**src/hdl/udmn_pkg.sv**
```systemverilog
// Package for the unsigned division magic number block.
// Holds the shared constants, the controller state type and the command and
// status structs between controller and datapath. Depends on nothing.
package udmn_pkg;

   localparam int WIDTH_DEFAULT = 16;
   localparam int SHIFT_W       = 5;

   typedef enum logic [3:0] {
      ST_IDLE,
      ST_START,
      ST_DIV_MOD,
      ST_INIT_Q1,
      ST_DIV_Q1,
      ST_INIT_Q2,
      ST_DIV_Q2,
      ST_SAVE_Q2,
      ST_ROUND,
      ST_FINISH
   } state_type;

   typedef enum logic [1:0] {
      DIV_MOD,
      DIV_Q1,
      DIV_Q2
   } div_sel_type;

   typedef enum logic [1:0] {
      SAVE_NONE,
      SAVE_NC,
      SAVE_Q1,
      SAVE_Q2
   } save_sel_type;

   typedef struct packed {
      logic         load;
      logic         div_init;
      div_sel_type  div_sel;
      logic         div_step;
      save_sel_type save_sel;
      logic         round_step;
      logic         out_load;
   } cmd_type;

   typedef struct packed {
      logic divisor_zero;
      logic round_stop;
   } status_type;

endpackage

```
**src/hdl/udmn_ctrl.sv**
```systemverilog
// Controller state machine of the magic number block.
// Sequences the three divisions, the quotient rounds and the result hand-off.
// Depends on udmn_pkg.
module udmn_ctrl #(
   parameter int WIDTH = udmn_pkg::WIDTH_DEFAULT
) (
   input  logic                   clock,
   input  logic                   reset,
   input  logic                   req_valid,
   output logic                   req_stall,
   output logic                   rsp_valid,
   input  logic                   rsp_stall,
   input  udmn_pkg::status_type   status,
   output udmn_pkg::cmd_type      cmd
);

   localparam int CW = $clog2(WIDTH);

   udmn_pkg::state_type state_ff, state_in;
   logic [CW-1:0]       cnt_ff, cnt_in;
   logic                rsp_valid_ff, rsp_valid_in;
   logic                last;
   logic                out_free;

   assign last     = (cnt_ff == CW'(WIDTH - 1));
   assign out_free = !rsp_valid_ff || !rsp_stall;

   always_comb begin
      state_in = state_ff;
      unique case (state_ff)
         udmn_pkg::ST_IDLE: begin
            if (req_valid) state_in = udmn_pkg::ST_START;
         end
         udmn_pkg::ST_START: begin
            if (status.divisor_zero) state_in = udmn_pkg::ST_FINISH;
            else                     state_in = udmn_pkg::ST_DIV_MOD;
         end
         udmn_pkg::ST_DIV_MOD: begin
            if (last) state_in = udmn_pkg::ST_INIT_Q1;
         end
         udmn_pkg::ST_INIT_Q1: state_in = udmn_pkg::ST_DIV_Q1;
         udmn_pkg::ST_DIV_Q1: begin
            if (last) state_in = udmn_pkg::ST_INIT_Q2;
         end
         udmn_pkg::ST_INIT_Q2: state_in = udmn_pkg::ST_DIV_Q2;
         udmn_pkg::ST_DIV_Q2: begin
            if (last) state_in = udmn_pkg::ST_SAVE_Q2;
         end
         udmn_pkg::ST_SAVE_Q2: state_in = udmn_pkg::ST_ROUND;
         udmn_pkg::ST_ROUND: begin
            if (status.round_stop) state_in = udmn_pkg::ST_FINISH;
         end
         udmn_pkg::ST_FINISH: begin
            if (out_free) state_in = udmn_pkg::ST_IDLE;
         end
         default: state_in = udmn_pkg::ST_IDLE;
      endcase
   end

   always_comb begin
      cmd            = '0;
      cmd.div_sel    = udmn_pkg::DIV_MOD;
      cmd.save_sel   = udmn_pkg::SAVE_NONE;
      req_stall      = 1'b1;
      unique case (state_ff)
         udmn_pkg::ST_IDLE: begin
            req_stall = 1'b0;
            cmd.load  = req_valid;
         end
         udmn_pkg::ST_START: begin
            cmd.div_init = 1'b1;
            cmd.div_sel  = udmn_pkg::DIV_MOD;
         end
         udmn_pkg::ST_DIV_MOD, udmn_pkg::ST_DIV_Q1, udmn_pkg::ST_DIV_Q2: begin
            cmd.div_step = 1'b1;
         end
         udmn_pkg::ST_INIT_Q1: begin
            cmd.div_init = 1'b1;
            cmd.div_sel  = udmn_pkg::DIV_Q1;
            cmd.save_sel = udmn_pkg::SAVE_NC;
         end
         udmn_pkg::ST_INIT_Q2: begin
            cmd.div_init = 1'b1;
            cmd.div_sel  = udmn_pkg::DIV_Q2;
            cmd.save_sel = udmn_pkg::SAVE_Q1;
         end
         udmn_pkg::ST_SAVE_Q2: begin
            cmd.save_sel = udmn_pkg::SAVE_Q2;
         end
         udmn_pkg::ST_ROUND: begin
            cmd.round_step = !status.round_stop;
         end
         udmn_pkg::ST_FINISH: begin
            cmd.out_load = out_free;
         end
         default: begin
            req_stall = 1'b1;
         end
      endcase
   end

   always_comb begin
      if (state_ff == udmn_pkg::ST_DIV_MOD || state_ff == udmn_pkg::ST_DIV_Q1 ||
          state_ff == udmn_pkg::ST_DIV_Q2) begin
         cnt_in = cnt_ff + 1'b1;
      end else begin
         cnt_in = '0;
      end
   end

   always_comb begin
      if (state_ff == udmn_pkg::ST_FINISH && out_free) begin
         rsp_valid_in = 1'b1;
      end else if (!rsp_stall) begin
         rsp_valid_in = 1'b0;
      end else begin
         rsp_valid_in = rsp_valid_ff;
      end
   end

   always_ff @(posedge clock) begin
      if (reset) begin
         state_ff     <= udmn_pkg::ST_IDLE;
         cnt_ff       <= '0;
         rsp_valid_ff <= 1'b0;
      end else begin
         state_ff     <= state_in;
         cnt_ff       <= cnt_in;
         rsp_valid_ff <= rsp_valid_in;
      end
   end

   assign rsp_valid = rsp_valid_ff;

endmodule

```
**src/hdl/udmn_dp.sv**
```systemverilog
// Datapath of the magic number block: restoring divider, quotient rounds and
// the result register. Driven by udmn_ctrl through udmn_pkg::cmd_type.
// Depends on udmn_pkg.
module udmn_dp #(
   parameter int WIDTH = udmn_pkg::WIDTH_DEFAULT
) (
   input  logic                          clock,
   input  logic [WIDTH-1:0]              req_divisor,
   input  udmn_pkg::cmd_type             cmd,
   output udmn_pkg::status_type          status,
   output logic [WIDTH-1:0]              rsp_magic,
   output logic                          rsp_add_flag,
   output logic [udmn_pkg::SHIFT_W-1:0]  rsp_shift_amount
);

   localparam int PW = $clog2(2 * WIDTH + 1);
   localparam logic [WIDTH-1:0] MASK    = '1;
   localparam logic [WIDTH-1:0] HALF    = {1'b1, {(WIDTH - 1){1'b0}}};
   localparam logic [WIDTH-1:0] HALF_M1 = {1'b0, {(WIDTH - 1){1'b1}}};

   logic [WIDTH-1:0] d_ff, d_in;
   logic [WIDTH-1:0] div_rem_ff, div_rem_in;
   logic [WIDTH-1:0] div_quo_ff, div_quo_in;
   logic [WIDTH-1:0] div_den_ff, div_den_in;
   logic [WIDTH-1:0] nc_ff, nc_in;
   logic [WIDTH-1:0] q1_ff, q1_in;
   logic [WIDTH-1:0] r1_ff, r1_in;
   logic [WIDTH-1:0] q2_ff, q2_in;
   logic [WIDTH-1:0] r2_ff, r2_in;
   logic             addf_ff, addf_in;
   logic [PW-1:0]    p_ff, p_in;
   logic [WIDTH-1:0]             magic_ff, magic_in;
   logic                         add_ff, add_in;
   logic [udmn_pkg::SHIFT_W-1:0] shift_ff, shift_in;

   logic [WIDTH:0]   div_trial, div_diff;
   logic             div_ge;
   logic [WIDTH-1:0] nc_calc;
   logic [WIDTH:0]   r1_dbl, r1_sub, r2_dbl, r2_sub;
   logic             ge1, ge2;
   logic [WIDTH-1:0] delta;
   logic             keep_going;
   logic [PW-1:0]    shift_full;

   assign div_trial = {div_rem_ff, div_quo_ff[WIDTH-1]};
   assign div_diff  = div_trial - {1'b0, div_den_ff};
   assign div_ge    = (div_trial >= {1'b0, div_den_ff});
   assign nc_calc   = MASK - div_rem_ff;

   assign r1_dbl = {r1_ff, 1'b0};
   assign r1_sub = r1_dbl - {1'b0, nc_ff};
   assign ge1    = (r1_dbl >= {1'b0, nc_ff});
   assign r2_dbl = {r2_ff, 1'b1};
   assign r2_sub = r2_dbl - {1'b0, d_ff};
   assign ge2    = (r2_dbl >= {1'b0, d_ff});

   assign delta      = d_ff - 1'b1 - r2_ff;
   assign keep_going = (p_ff < PW'(2 * WIDTH)) &&
                       ((q1_ff < delta) || ((q1_ff == delta) && (r1_ff == '0)));

   assign status.divisor_zero = (d_ff == '0);
   assign status.round_stop   = (p_ff != PW'(WIDTH - 1)) && !keep_going;

   assign shift_full = p_ff - PW'(WIDTH);

   always_comb begin
      d_in       = d_ff;
      div_rem_in = div_rem_ff;
      div_quo_in = div_quo_ff;
      div_den_in = div_den_ff;
      nc_in      = nc_ff;
      q1_in      = q1_ff;
      r1_in      = r1_ff;
      q2_in      = q2_ff;
      r2_in      = r2_ff;
      addf_in    = addf_ff;
      p_in       = p_ff;
      magic_in   = magic_ff;
      add_in     = add_ff;
      shift_in   = shift_ff;

      if (cmd.load) d_in = req_divisor;

      if (cmd.div_init) begin
         div_rem_in = '0;
         unique case (cmd.div_sel)
            udmn_pkg::DIV_MOD: begin
               div_quo_in = '0 - d_ff;
               div_den_in = d_ff;
            end
            udmn_pkg::DIV_Q1: begin
               div_quo_in = HALF;
               div_den_in = nc_calc;
            end
            udmn_pkg::DIV_Q2: begin
               div_quo_in = HALF_M1;
               div_den_in = d_ff;
            end
            default: begin
               div_quo_in = div_quo_ff;
            end
         endcase
      end else if (cmd.div_step) begin
         div_rem_in = div_ge ? div_diff[WIDTH-1:0] : div_trial[WIDTH-1:0];
         div_quo_in = {div_quo_ff[WIDTH-2:0], div_ge};
      end

      unique case (cmd.save_sel)
         udmn_pkg::SAVE_NONE: begin
            nc_in = nc_ff;
         end
         udmn_pkg::SAVE_NC: begin
            nc_in = nc_calc;
         end
         udmn_pkg::SAVE_Q1: begin
            q1_in = div_quo_ff;
            r1_in = div_rem_ff;
         end
         udmn_pkg::SAVE_Q2: begin
            q2_in   = div_quo_ff;
            r2_in   = div_rem_ff;
            addf_in = 1'b0;
            p_in    = PW'(WIDTH - 1);
         end
         default: begin
            nc_in = nc_ff;
         end
      endcase

      if (cmd.round_step) begin
         p_in  = p_ff + 1'b1;
         q1_in = {q1_ff[WIDTH-2:0], ge1};
         r1_in = ge1 ? r1_sub[WIDTH-1:0] : r1_dbl[WIDTH-1:0];
         if (ge2) begin
            if (q2_ff >= HALF_M1) addf_in = 1'b1;
            r2_in = r2_sub[WIDTH-1:0];
         end else begin
            if (q2_ff >= HALF) addf_in = 1'b1;
            r2_in = r2_dbl[WIDTH-1:0];
         end
         q2_in = {q2_ff[WIDTH-2:0], ge2};
      end

      if (cmd.out_load) begin
         if (status.divisor_zero) begin
            magic_in = '0;
            add_in   = 1'b0;
            shift_in = '0;
         end else begin
            magic_in = q2_ff + 1'b1;
            add_in   = addf_ff;
            shift_in = shift_full[udmn_pkg::SHIFT_W-1:0];
         end
      end
   end

   always_ff @(posedge clock) begin
      d_ff       <= d_in;
      div_rem_ff <= div_rem_in;
      div_quo_ff <= div_quo_in;
      div_den_ff <= div_den_in;
      nc_ff      <= nc_in;
      q1_ff      <= q1_in;
      r1_ff      <= r1_in;
      q2_ff      <= q2_in;
      r2_ff      <= r2_in;
      addf_ff    <= addf_in;
      p_ff       <= p_in;
      magic_ff   <= magic_in;
      add_ff     <= add_in;
      shift_ff   <= shift_in;
   end

   assign rsp_magic        = magic_ff;
   assign rsp_add_flag     = add_ff;
   assign rsp_shift_amount = shift_ff;

endmodule

```
**src/hdl/unsigned_div_magic_number_16.sv**
```systemverilog
// Top level of the unsigned division magic number block.
// Joins the controller udmn_ctrl and the datapath udmn_dp; depends on udmn_pkg.
//
// A word on the req channel carries a divisor. A word on the rsp channel
// carries the magic multiplier, the add flag and the post-shift for it,
// so that x / d equals ((hi(x * magic) + (add_flag ? x : 0)) >> shift_amount).
// Both channels move a word when valid is high and stall is low.
// One divisor is worked on at a time; req_stall is low only while idle.
// After a divisor is taken, the block runs three divisions on one shared
// restoring divider that makes one quotient bit per cycle, then a round loop
// that adds one quotient bit per cycle for 1 to WIDTH + 1 quotient rounds,
// and then loads the result register. A zero divisor returns all zeros.
// While a result waits in the output register under rsp_stall, the next
// divisor is taken and worked on; its result waits until the register frees.
// A synchronous reset returns the controller to idle and drops rsp_valid.
module unsigned_div_magic_number_16 #(
   parameter int WIDTH = udmn_pkg::WIDTH_DEFAULT
) (
   input  logic                          clock,
   input  logic                          reset,
   input  logic                          req_valid,
   output logic                          req_stall,
   input  logic [WIDTH-1:0]              req_divisor,
   output logic                          rsp_valid,
   input  logic                          rsp_stall,
   output logic [WIDTH-1:0]              rsp_magic,
   output logic                          rsp_add_flag,
   output logic [udmn_pkg::SHIFT_W-1:0]  rsp_shift_amount
);

   udmn_pkg::cmd_type    cmd;
   udmn_pkg::status_type status;

   udmn_ctrl #(
      .WIDTH(WIDTH)
   ) u_ctrl (
      .clock     (clock),
      .reset     (reset),
      .req_valid (req_valid),
      .req_stall (req_stall),
      .rsp_valid (rsp_valid),
      .rsp_stall (rsp_stall),
      .status    (status),
      .cmd       (cmd)
   );

   udmn_dp #(
      .WIDTH(WIDTH)
   ) u_dp (
      .clock            (clock),
      .req_divisor      (req_divisor),
      .cmd              (cmd),
      .status           (status),
      .rsp_magic        (rsp_magic),
      .rsp_add_flag     (rsp_add_flag),
      .rsp_shift_amount (rsp_shift_amount)
   );

endmodule
```
**config.mk**
```make
export PLATFORM = sky130hd
export DESIGN_NAME = unsigned_div_magic_number_16
export DESIGN_NICKNAME = d
export VERILOG_FILES = /design/src/hdl/udmn_pkg.sv /design/src/hdl/udmn_ctrl.sv /design/src/hdl/udmn_dp.sv /design/src/hdl/unsigned_div_magic_number_16.sv
export SDC_FILE = /design/constraint.sdc
export NUM_CORES = 1
export LEC_CHECK = 0
export BUFFER_PORTS_ARGS = -buffer_cell sky130_fd_sc_hd__buf_2
export CAP_MARGIN = 10
export CORE_MARGIN = 8
export CORE_UTILIZATION = 40
export DETAILED_ROUTE_END_ITERATION = 7
export GPL_ROUTABILITY_DRIVEN = 0
export PLACE_DENSITY = 0.55
export REMOVE_ABC_BUFFERS = 1
export SETUP_SLACK_MARGIN = 0.3
export SYNTH_ARGS = -nofsm -noshare
export SYNTH_HDL_FRONTEND = slang
export SYNTH_SLANG_ARGS = --single-unit
```
**constraint.sdc**
```tcl
create_clock -name clock -period 5.9 [get_ports clock]
set_clock_uncertainty 0.2 [all_clocks]
set_input_delay 1.18 -clock clock [delete_from_list [all_inputs] [get_ports clock]]
set_output_delay 1.18 -clock clock [all_outputs]
set_load 0.005 [all_outputs]
```
# Yosys cells after proc, flatten, opt, wreduce, memory -nomap -nowiden
# Index checks and enable logic that the tools add are counted.
# totals
register_bits,182
latchBits,0
ramBits,0
mem_bits_ro,0
elab_cells,126
mem_count,0
# op_classes
addsub,11
multipliers,0
n_div,0
order_cmp,7
n_eq_ne,25
n_shift,0
n_mux,39
bitwise,1
n_reduce_logical,26
# ops
op,n
$mux W16,13
$sub A16 B16 Y16,4
$ge A17 B16 Y1,3
$pmux W16 S3,1
$pmux W4 S10,1
$logic_not A16 Y1,2
$pmux W16 S2,1
$mux W4,7
$add A16 B1 Y16 const B,1
$eq A16 B16 Y1,1
$eq A4 B3 Y1 const B,4
$ge A16 B15 Y1 const B,1
$ge A16 B16 Y1 const B,1
$lt A16 B16 Y1,1
$sub A1 B16 Y16 const A,1
$sub A16 B1 Y16 const B,1
$sub A16 B16 Y16 const A,1
$eq A4 B4 Y1 const B,3
$mux W1,12
$mux W6,2
$ne A2 B1 Y1 const B,6
$pmux W3 S3,1
$eq A4 B2 Y1 const B,2
$reduce_bool A2 Y1,4
21 further kinds,35

# Depth between registers and ports, before layout
# logic_depth
depth_word,11
depth_mapped,22
depth_no_buf,20

# Modules after synthesis
# Synthesis repeated with hierarchy kept, for this count alone.
# unflattened
cells_unflattened,1207
area_unflattened_um2,11762.5
# modules_own_cells
mod,instances,cells_each,area_per_inst_um2,seq_area_each_um2
udmn_dp,1,1145,11245.8,5024.8
udmn_ctrl,1,62,516.7,180.2

# Worst setup path before layout
# OpenSTA, ideal clock, no wires.
# synth_path
kind,register to register
from,reg u_dp.r2_ff[0]
to,reg u_dp.p_ff[0] (enable)
setup_time_ps,518
arrival_time_ps,4454
required_ps,5182
slack_ps,728
path_stages_with_launch,22
n_path_buf,2
synth_period_minus_slack_ps,5172
cell_sequence,edfxtp_1 > inv_1 > ha_1 > inv_1 > fa_1 > nor2b_1 > o21ai_0 > a21boi_0 > o2111ai_1 > a31oi_1 > a21o_1 > a21oi_1 > xor2_1 > ha_1 > nand4_1 > nor3_1 > a211o_1 > o21ai_0 > nand4b_1 > clkbuf_1 > buf_1 > nand2_1
# synth_between
elab_chain_len,10
# synth_lines
item,line,source
from (decl),udmn_dp.sv:29,"logic [WIDTH-1:0] r2_ff, r2_in;"
from (signal assigned),udmn_dp.sv:166,r2_ff <= r2_in;
$sub A16 B16 Y16 *,udmn_dp.sv:57,assign delta = d_ff - 1'b1 - r2_ff;
"parallel branches: the longest is 2 deep, another holds $lt A16 B16 Y1",-,
$logic_or A1 B1 Y1 *,udmn_dp.sv:59,((q1_ff < delta) || ((q1_ff == delta) && (r1_ff == '0)));
$logic_and A1 B1 Y1 *,udmn_dp.sv:58,assign keep_going = (p_ff < PW'(2 * WIDTH)) &&
$logic_not A1 Y1 *,udmn_dp.sv:62,assign status.round_stop = (p_ff != PW'(WIDTH - 1)) && !keep_going;
$logic_and A1 B1 Y1 *,udmn_dp.sv:62,
$logic_not A1 Y1 *,udmn_ctrl.sv:91,cmd.round_step = !status.round_stop;
$mux W1 *,udmn_ctrl.sv:65,unique case (state_ff)
$reduce_bool A2 Y1 (no source line) *,-,
to (signal assigned),udmn_dp.sv:168,p_ff <= p_in;
to (decl),udmn_dp.sv:31,"logic [PW-1:0] p_ff, p_in;"
# Every way passes the cells marked *.
# A chain may end at the register's enable or synchronous reset.

# Worst setup path in the final report
# layout_path
from,reg u_dp.d_ff[0]
to,reg u_dp.r2_ff[13] (enable)
# layout_between
elab_chain_len,11
# layout_lines
item,line,source
from (decl),udmn_dp.sv:21,"logic [WIDTH-1:0] d_ff, d_in;"
from (signal assigned),udmn_dp.sv:158,d_ff <= d_in;
$sub A16 B1 Y16 *,udmn_dp.sv:57,
$sub A16 B16 Y16 *,udmn_dp.sv:57,
"parallel branches: the longest is 2 deep, another holds $lt A16 B16 Y1",-,
$logic_or A1 B1 Y1 *,udmn_dp.sv:59,
$logic_and A1 B1 Y1 *,udmn_dp.sv:58,
$logic_not A1 Y1 *,udmn_dp.sv:62,
$logic_and A1 B1 Y1 *,udmn_dp.sv:62,
$logic_not A1 Y1 *,udmn_ctrl.sv:91,
$mux W1 *,udmn_ctrl.sv:65,
$reduce_bool A2 Y1 (no source line) *,-,
# Marks and branches as above.

==> impl_metrics.json <==
{
  "r2r-end": "u_dp.r2_ff[13]",
  "synth_warnings": 0,
  "stdcell_area_um2": 12700,
  "cts_sinks": 182,
  "io_pins": 44,
  "grt_remaining_overflow": 0,
  "cts_tree": "done",
  "whs_ns": 0.272,
  "post-route-util_pct": 45.6,
  "leakage_nw": 5.20,
  "cp_max_fo": 32,
  "htreeDepth": 4,
  "grtUsageTotal_pct": 18.0,
  "endpoint_kind": "register",
  "grt_pass1_wl_um": 47500,
  "reg2regPathDepth": 19,
  "worstSetupStartpointType": "register",
  "die-area_um2": 34100,
  "power.density_nw_per_um2": 278,
  "dp_hpwl_um": 22600,
  "portBuffers": 43,
  "grt_max_degree": 38,
  "ctsHoldBuffers": 0,
  "ys_seq_area_share_pct": 45.8,
  "grt_pass1_vias": 8665,
  "critical_path_class": "register to register",
  "firstDrtPassIters": 6,
  "reg2reg_from": "u_dp.d_ff[0]",
  "internal_power_mw": 2.39,
  "setup_tns_ns": 0,
  "grt_setup_unrepaired": "no",
  "nFillCells": 2652,
  "area_delta_synth_final_pct": 11.8,
  "maxCapViolations": 0,
  "ys_seq_elements": 182,
  "insertion_delay_ns": 0.45,
  "holdCritStartpoint": "u_ctrl.cnt_ff[0]",
  "post_cts_buffers": 0,
  "place_area_um2": 12100,
  "min_to": "u_ctrl.cnt_ff[0]",
  "run_status": "complete, no violations",
  "finalHoldViolCount": 0,
  "drt-total-wl_um": 30100,
  "cts.path.max_buffers": 2,
  "antenna_found_initial": 0,
  "drtIter0Drc": 804,
  "arrival_ns": 5.07,
  "ctsResizeCount": 0,
  "fmax_ghz": 0.195,
  "pwr-share-seq_pct": 45.9,
  "post-route-min-period_ns": 5.14,
  "rrSetupSlack_ns": 0.76,
  "p_switching_mw": 1.14,
  "finalNetCount": 1334,
  "worst_pin_slew_ns": 1.12,
  "ir_drop_uv": 197,
  "wl_per_cell_um": 18.6,
  "diodes": 0,
  "fp.dieW_um": 185,
  "finalMaxSlewViolations": 0,
  "whs_path_depth": 1,
  "ys_async_sr_fraction_pct": 0,
  "avgSynthCellArea_um2": 9.66,
  "p_comb_share_pct": 21.2,
  "cts_root_buf": "clkbuf_16",
  "setup_viol_count_final": 0,
  "synth_area_um2": 11400,
  "synth_edf_count": 156,
  "dr_total_vias": 8753,
  "cts_buffers": 17,
  "core-area_um2": 27900,
  "hp-class": "register to register",
  "worstPathRequired_ns": 5.83,
  "cts.reportedPaths.clkPinSlew_ns": 0.09,
  "postSynthCellCount": 1177,
  "layout-drive-gt1-share_pct": 9.70,
  "rows": 61,
  "synth_cell_types": 69,
  "timing.final.crit_share_pct": 87.0,
  "p_clk_share_pct": 33.0,
  "swShare_pct": 32.2,
  "start_util_pct": 40.8,
  "drc": 0,
  "routed_via_density": 5.42,
  "ant_nets": 0,
  "synth_ff_type": "edfxtp_1",
  "max-slew-margin-rel_pct": 25.2,
  "die_y_um": 185
}
==> state kept, by name (all words and copies together) (netlist names), 6 cells and up <==
register         count
u_dp.d_ff           16
u_dp.div_den_ff     16
u_dp.div_quo_ff     16
u_dp.div_rem_ff     16
u_dp.nc_ff          16
u_dp.q1_ff          16
u_dp.q2_ff          16
u_dp.r1_ff          16
u_dp.r2_ff          16
u_dp.rsp_magic      16
u_dp.p_ff            6
==> area by class of cell <==
class | instances | area (µm²) | share of cell area [%]
sequential | 182 | 5200 | 41.0
clock inverter | 15 | 181 | 1.43
inverter | 101 | 379 | 2.98
timing repair buffer | 64 | 385 | 3.03
clock buffer | 17 | 425 | 3.35
tap | 378 | 473 | 3.72
multi-input combinational | 858 | 5660 | 44.5
==> how the worst max path moves through the flow <==
stage	to	start	slack (ns)
3_3_place_gp	u_dp.r2_ff[5]	u_dp.r2_ff[0]	1.02
6_report	u_dp.r2_ff[13]	u_dp.d_ff[0]	0.76
2_1_floorplan	u_dp.p_ff[0]	u_dp.r2_ff[0]	0.18
3_5_place_dp	u_dp.r2_ff[8]	u_dp.d_ff[0]	0.83
5_1_grt	u_dp.r2_ff[13]	u_dp.r2_ff[0]	0.40
4_1_cts	u_dp.r2_ff[11]	u_dp.d_ff[0]	0.78
==> cells by family after synthesis <==
family | after synthesis | share of synthesized area [%]
xor+xnor | 72 | 5.55
mux | 32 | 2.84
buf+inv | 137 | 4.65
compound gates | 265 | 14.5
flops | 182 | 45.8
simple gates | 399 | 16.5
fa+ha+maj | 90 | 10.2
==> cells in the mapped netlist, types with 11 or more instances <==
library cell / instances / area share (%)
clkbuf_1: 24 / 0.79
nand4_1: 11 / 0.61
edfxtp_1: 156 / 41
nor2b_1: 18 / 0.99
o21a_1: 14 / 0.92
o21ai_0: 76 / 3.3
a21oi_1: 83 / 3.7
a21o_1: 12 / 0.79
mux2i_1: 30 / 2.6
nor3_1: 32 / 1.4
dfxtp_1: 26 / 4.6
xor2_1: 26 / 2.0
ha_1: 86 / 9.5
nor2_1: 75 / 2.5
nand3_1: 30 / 1.3
inv_1: 101 / 3.3
xnor2_1: 46 / 3.5
nand2_1: 164 / 5.4
==> through the flow <==
stage | total power, mW | worst slack [ns] | std cells
finish | 3.53 | 0.765 | 1615
CTS | 3.55 | 0.782 | 1615
detailed placement | 2.39 | 0.834 | 1583
global placement | 2.38 | 1.02 | 1583
floorplan | 2.14 | 0.178 | 1141
global route | 3.69 | 0.398 | 1615
==> power by group through the flow <==
stage | Combinational (mW) | Sequential [mW] | Clock (mW)
final | 0.747 | 1.62 | 1.16
after global routing | 0.839 | 1.63 | 1.23
after CTS | 0.745 | 1.62 | 1.19
after global placement | 0.731 | 1.65 | 0
after floorplan | 0.551 | 1.59 | 0
after detailed placement | 0.742 | 1.64 | 0
==> cell usage in the layout, fill, tap and decap left out, types with 5 or more instances in the layout <==
cell type / Yosys / routed
nor4_1: 8 / 8
nand2_1: 164 / 164
nand4_1: 11 / 11
edfxtp_1: 156 / 156
nand3_1: 30 / 30
xnor2_1: 46 / 46
ha_1: 86 / 86
buf_2: 8 / 43
nor3_1: 32 / 32
nor2b_1: 18 / 18
a21o_1: 12 / 12
o31ai_1: 10 / 9
o21a_1: 14 / 14
clkbuf_16: 0 / 17
o31a_1: 7 / 7
a21oi_1: 83 / 81
a211oi_1: 6 / 6
inv_1: 101 / 101
xor2_1: 26 / 26
a31oi_1: 10 / 10
buf_4: 1 / 20
or2_2: 9 / 9
dfxtp_1: 26 / 26
nand2b_1: 10 / 10
a211o_1: 6 / 6
nor2_1: 75 / 75
o21ai_0: 76 / 76
or3_1: 10 / 10
mux2i_1: 30 / 30
and2_1: 5 / 5
clkinv_8: 0 / 5
and3_1: 10 / 10
==> routing by layer <==
layer	vias up	GRT usage, %	wire length (µm)
li1	4326	-	-
met1	4181	25.5	15100
met2	220	28.2	13300
met3	26	2.24	1210
met4	0	5.49	512
met5	-	0	0
==> worst max-delay path, cell delays in order (launching register included) <==
cell,delay [ns]
edfxtp_1,0.45
ha_1,0.23
inv_1,0.07
fa_1,0.41
nor2b_1,0.12
o21ai_0,0.10
a21boi_0,0.32
o2111ai_1,0.21
a31oi_1,0.25
a21o_1,0.16
a21oi_1,0.07
xor2_1,0.15
ha_1,0.29
nand4_1,0.11
nor3_1,0.09
a211o_1,0.30
o21ai_0,0.24
nand4b_1,0.35
nand2_1,0.42
buf_12,0.26
Power figures use the tool's default switching activity.
